==> src/hdl/tip_pkg.sv <==
// Shared widths, payload types and status codes of the intercept predictor.
package tip_pkg;

  // Fixed-point widths of the solver datapath
  localparam int RW   = 33;          // target minus muzzle, signed
  localparam int AW   = 49;          // |V|^2 - s^2, signed
  localparam int AMW  = AW - 1;      // magnitude of the leading term
  localparam int HW   = 58;          // R.V, signed
  localparam int HMW  = HW - 1;      // magnitude of R.V
  localparam int CW   = 66;          // |R|^2, unsigned
  localparam int SW   = 58;          // square root result bits
  localparam int DW   = 2 * SW;      // discriminant bits
  localparam int NSW  = 60;          // candidate numerators, signed
  localparam int FRAC = 16;          // time fraction bits
  localparam int NW   = CW + FRAC;   // dividend bits
  localparam int VDW  = 59;          // divisor bits
  localparam int QW   = 32;          // quotient bits
  localparam int XW   = VDW + QW;    // compare width inside the divider
  localparam int PW   = QW + 1 + 24; // time times velocity product

  // Result status codes
  localparam logic STATUS_HIT      = 1'b0;
  localparam logic STATUS_FALLBACK = 1'b1;

  typedef struct packed {
    logic signed [31:0] target_x;
    logic signed [31:0] target_y;
    logic signed [31:0] target_z;
    logic signed [23:0] vel_x;
    logic signed [23:0] vel_y;
    logic signed [23:0] vel_z;
    logic signed [31:0] muzzle_x;
    logic signed [31:0] muzzle_y;
    logic signed [31:0] muzzle_z;
    logic        [22:0] projectile_speed;
  } tip_item_t;

  typedef struct packed {
    logic signed [31:0] pred_x;
    logic signed [31:0] pred_y;
    logic signed [31:0] pred_z;
    logic        [31:0] hit_time;
    logic               status;
  } tip_result_t;

  typedef struct packed {
    logic signed [31:0] tx;
    logic signed [31:0] ty;
    logic signed [31:0] tz;
    logic signed [23:0] vx;
    logic signed [23:0] vy;
    logic signed [23:0] vz;
  } tip_geo_t;

  // Square root cell payload: remainder and partial root
  typedef struct packed {
    logic [DW-1:0] rem;
    logic [SW-1:0] root;
  } tip_sq_t;

  // Divider cell payload: remainder, divisor, partial quotient
  typedef struct packed {
    logic [NW-1:0]  rem;
    logic [VDW-1:0] dvs;
    logic [QW-1:0]  q;
  } tip_div_t;

  // Data that rides alongside the square root chain
  typedef struct packed {
    tip_geo_t              geo;
    logic                  a_zero;
    logic                  a_neg;
    logic signed [HW-1:0]  h;
    logic        [CW-1:0]  c;
    logic        [AMW-1:0] am;
    logic                  real_d;
  } tip_sq_side_t;

  // Data that rides alongside the divider chain
  typedef struct packed {
    tip_geo_t geo;
    logic     ok;
    logic     zero_t;
    logic     sat;
  } tip_dv_side_t;

endpackage

==> src/hdl/tip_div_cell.sv <==
// One restoring divider cell: decides one quotient bit per beat while enabled.
module tip_div_cell #(
  parameter int BIT = 0
) (
  input  logic              clk,
  input  logic              en,
  input  tip_pkg::tip_div_t din,
  output tip_pkg::tip_div_t dout
);
  import tip_pkg::*;

  logic [XW-1:0] rem_x;
  logic [XW-1:0] sub;
  logic [XW-1:0] diff;
  logic          take;

  assign rem_x = XW'(din.rem);
  assign sub   = XW'(din.dvs) << BIT;
  assign diff  = rem_x - sub;
  assign take  = (rem_x >= sub);

  // Advance remainder, divisor and quotient to the next cell
  always_ff @(posedge clk) begin
    if (en) begin
      dout.rem <= take ? diff[NW-1:0] : din.rem;
      dout.dvs <= din.dvs;
      dout.q   <= din.q | (take ? (QW'(1) << BIT) : {QW{1'b0}});
    end
  end

endmodule
==> config.mk <==
export PLATFORM = sky130hd
export DESIGN_NAME = tip_div_cell
export DESIGN_NICKNAME = d
export VERILOG_FILES = /design/src/hdl/tip_pkg.sv /design/src/hdl/tip_div_cell.sv
export SDC_FILE = /design/constraint.sdc
export NUM_CORES = 1
export LEC_CHECK = 0
export BUFFER_PORTS_ARGS = -buffer_cell sky130_fd_sc_hd__buf_2
export CORE_UTILIZATION = 28
export CTS_CLUSTER_SIZE = 24
export DETAILED_ROUTE_END_ITERATION = 8
export SLEW_MARGIN = 20
export SYNTH_ARGS = -nofsm -noshare
export SYNTH_HDL_FRONTEND = slang
export SYNTH_SLANG_ARGS = --single-unit
==> constraint.sdc <==
create_clock -name clk -period 3.15 [get_ports clk]
set_input_delay 0.1575 -clock clk [delete_from_list [all_inputs] [get_ports clk]]
set_output_delay 0.1575 -clock clk [all_outputs]
set_load 0.03 [all_outputs]
### Word-level counts from Yosys, hierarchy flattened

Cells that the tools add are included.

* output and inout port bits: 173
* input port bits: 175
* bits in registers: 173

* add/subtract/negate cells: 1
* muxes and demuxes: 2
* $lt $le $gt $ge: 1
* bitwise logic cells: 1

Operator list (count)
* 82-bit by 59-bit greater-or-equal comparator with 1-bit output: 1
* 82-bit two-way mux: 1
* 82-bit by 59-bit subtractor with 82-bit output: 1
* 32-bit by 1-bit OR with 32-bit output: 1
* 1-bit two-way mux: 1

### Depth between registers and ports, before layout

* depth after elaboration: 3
* mapped depth: 16
* gate-level depth less buffers: 13

### Worst setup path after synthesis

No wires, ideal clock.

* path kind: input to register
* start: input port din[38] (netlist bit)
* end: register dout[160] (netlist bit) (data pin)
* path buffers: 1
* arrival: 2.641 ns
* data required time: 2.892 ns
* slack: 0.252 ns
* setup time: 0.258 ns
* cell stages on the path: 13
* path through: inv_1 -> ha_1 -> a211o_1 -> nor2_1 -> a31oi_1 -> a21o_1 -> a31o_4 -> a32o_1 -> a41o_2 -> a31oi_4 -> buf_6 -> nand4_4 -> xnor2_2

* longest elaborated chain between the ends: 2

RTL lines
* start, declared: line tip_div_cell.sv:7 `input tip_pkg::tip_div_t din,`
* 82-bit by 59-bit subtractor with 82-bit output or 82-bit by 59-bit greater-or-equal comparator with 1-bit output (tied branches): line tip_div_cell.sv:19, tip_div_cell.sv:20
* 82-bit two-way mux (*): line tip_div_cell.sv:25 `dout.rem <= take ? diff[NW-1:0] : din.rem;`
* end, declared: line tip_div_cell.sv:8 `output tip_pkg::tip_div_t dout`

Mark *: on every way between the ends. The rest lies on a longest branch, timed or not.
A chain may end at the register's enable or synchronous reset.

### Final worst setup path

* start: input port din[56] (netlist bit)
* end: register dout[168] (netlist bit) (data pin)

Same word-level chain as after synthesis.

==> summary.md <==
| Metric | Value |
|---|---|
| Status | `finished, final reports clean` |
| WP buf/inv | `4` |
| Die height | `about 190 um` |
| Final nets | `1756` |
| Post-Route WL | `34400 um` |
| Worst Tran Pin Value | `approximately 660 ps` |
| Post-DP HPWL | `26800 um` |
| Sequential cell area fraction in the yosys report | `50.4%` |
| Max reg flops | `between 150 and 200` |
| Worst hold slack | `20.7 ps` |
| Leak Pwr | `around 0.0067 uW` |
| Most frequent cells in the layout | `346 x buf_2, 173 x edfxtp_1, 106 x a21oi_1` |
| Maximum VDD drop | `between 300 and 400 uV` |
| DRC violations left | `0` |
| Reg power frac | `39.7%` |
| Total track usage | `18.1%` |
| CP endpoint kind | `register` |
| Drt wl/cell | `17.2 um` |
| Final worst path period need | `3040 ps` |
| Critical path peak fanout | `11` |
| DRT Pass-1 Iters | `5` |
| Grt total ovfl | `0` |
| Primary FF master, synth | `edfxtp_1` |
| Initial antenna violation count | `6` |
| Clock Sinks | `approximately 170` |
| Share of layout cells above drive strength 1 | `34.7%` |
| Setup TNS | `0 ps` |
| P_int | `approximately 4900 uW` |
| CTS buffer count | `17` |
| Largest net degree at the start of global routing | `slightly below 80` |
| Final ANT Viol Nets | `0` |
| Max_slew headroom | `55.4%` |
| CP Data Required Time | `3340 ps` |
| Via Count | `9464` |
| Port bufs | `347` |
| Fin. Hold Viols | `0` |
| Core Region | `35900 um2` |
| Worst Setup Start Kind | `primary input` |
| Leading cell type in the layout, fill and taps excluded | `buf_2` |
| Library cells used by synthesis | `68` |
| Setup CP Type | `in2reg` |
| RSZ-0062 raised after global routing | `yes` |
| DRT iter0 DRCs | `584` |
| Max_cap viols | `0` |
| PwrDens | `487 nW/um2` |
| Slowest cell on crit path | `dlygate4sd3_1` |
| Share of flip-flops with an asynchronous set or reset | `0%` |
| Syn_nets | `1223` |
| Syn Area/Cell | `10.4 um2` |
| Largest registers | `dout (173)` |
| Post-Layout Cell Count | `1999` |
| Crit path cell chain | `dlygate4sd3_1 -> buf_2 -> inv_1 -> ha_1 -> a21oi_1 -> o21ai_1 -> a21oi_1 -> o21ai_0 -> o21bai_1 -> a32o_2 -> a41o_4 -> a31oi_4 -> buf_12 -> nand4_1 -> xnor2_1` |
| Rows | `69` |
| Register with the most flip-flops | `dout` |
| Placed insts | `1859` |
| Initial Utilization | `28.7%` |
| Die W | `194 um` |
| HP Class | `in2reg` |
| Post-Synthesis Cells | `988` |
| Root Driver | `clkbuf_16` |
| Logic pwr share | `30.4%` |
| EDFF count, synth | `173` |
| Max Clock Freq | `329 MHz` |
| Crit path arrival time | `approximately 3200 ps` |
| CTS H-Tree Depth | `4` |
| CTS tree | `built` |
| Post-synthesis cell area | `between 10000 and 15000 um2` |
| Synthesized flop and latch total | `roughly 170` |
| Slew Limit Fails | `0` |
| Die area | `37600 um2` |
| First-pass GRT wire length | `approximately 53000 um` |
| Delay-heaviest family, CP | `compound AO/OA/AOI/OAI gates` |
| Endpoints failing setup | `0` |
| Layout area overhead | `46.3%` |
| Top-Level Pins | `approximately 350` |
| Cell mode on critical path | `a21oi_1` |
| Vias in the first global route | `approximately 9700` |
| Period utilization | `96.5%` |
| Switching share of power | `33.4%` |
| Slowest stage delay, CP | `530 ps` |
| Warnings, synthesis | `0` |
| Clk slew on worst S/H paths | `70 ps` |
| Clk pwr share | `29.9%` |
| Net switching power | `roughly 2400 uW` |
| CTS max path bufs | `2` |
| Number of vias per cell | `4.73` |
| Placer Congestion | `between 0.8 and 0.9` |
-- cell type report --
cell class                      count  area [um2]
Antenna cell                        4        10.0
Multi-Input combinational cell    700        4800
Inverter                           76         285
Clock buffer                       18         429
Fill cell                        3538       20800
Timing Repair Buffer              553        3630
Sequential cell                   173        5190
Clock inverter                     14         160
Tap cell                          461         577
-- stage by stage --
step                area [um2]  setup WS, ps  power [uW]  util, %
global placement         13300         -65.6        5060     37.0
global route             15100         -31.6        7690     42.0
detailed placement       13300          -111        5070     37.0
finish                   15100           109        7340     42.0
CTS                      14900          10.1        7400     41.4
floorplan                10300           252        4250        -
-- power groups by stage --
stage	Clock [uW]	Combinational [uW]	Sequential, uW
2_1_floorplan	0	766	3480
3_3_place_gp	0	2100	2960
3_5_place_dp	0	2110	2960
4_1_cts	2270	2220	2910
5_1_grt	2340	2410	2940
6_report	2200	2230	2910
-- metal layers --
| layer | vias to the layer above | GRT usage, % | share of wire (%) |
|---|---|---|---|
| li1 | 4699 | - | - |
| met1 | 4470 | 22.8 | 45 |
| met2 | 259 | 30.7 | 48 |
| met3 | 34 | 4.26 | 5.2 |
| met4 | 2 | 5.26 | 1.9 |
| met5 | - | 0 | 0.038 |
-- kinds of logic (layout without fill, tap and decap cells) --
| kind of cell | after synthesis | count (layout) | synth area share (%) |
|---|---|---|---|
| AO/OA/AOI/OAI | 268 | 269 | 16.3 |
| XOR/XNOR | 77 | 77 | 6.62 |
| adder cells (fa/ha/maj) | 60 | 60 | 7.36 |
| buffers and inverters | 116 | 661 | 4.53 |
| flip-flops | 173 | 173 | 50.4 |
| multiplexers | 10 | 10 | 1.08 |
| other | 0 | 4 | 0 |
| AND/OR/NAND/NOR | 284 | 284 | 13.7 |
-- cells in the mapped netlist, drive strengths merged (9+ instances only) --
cell type | instances | share of area (%)
xor2 | 26 | 2.2
nand2 | 57 | 2.1
mux2 | 9 | 0.98
a31oi | 12 | 0.87
nand3 | 27 | 1.3
and3 | 11 | 0.67
o21bai | 18 | 1.3
a21o | 30 | 2.2
ha | 59 | 7.2
o21ai | 46 | 2.2
nor2 | 99 | 3.6
nand4 | 24 | 1.6
clkbuf | 22 | 0.80
buf | 18 | 0.96
xnor2 | 51 | 4.4
inv | 76 | 2.8
nor3 | 14 | 0.68
a21oi | 114 | 5.6
edfxtp | 173 | 50
-- what timing repair did --
action | 4_1_cts | 5_1_grt
resized for setup | 0 | 38
endpoints found under the setup margin | 0 | 78
hold buffers | 97 | 0
hold endpoints to repair | 97 | 0
setup buffers | 0 | 5
-- path summary, 6_finish.rpt --
kind	cells after the start	to	start	slack, ps
max	15	dout[168]	din[56]	110
min	2	dout[33]	din[33]	20
Note: power is estimated with default switching activity, not from simulation.
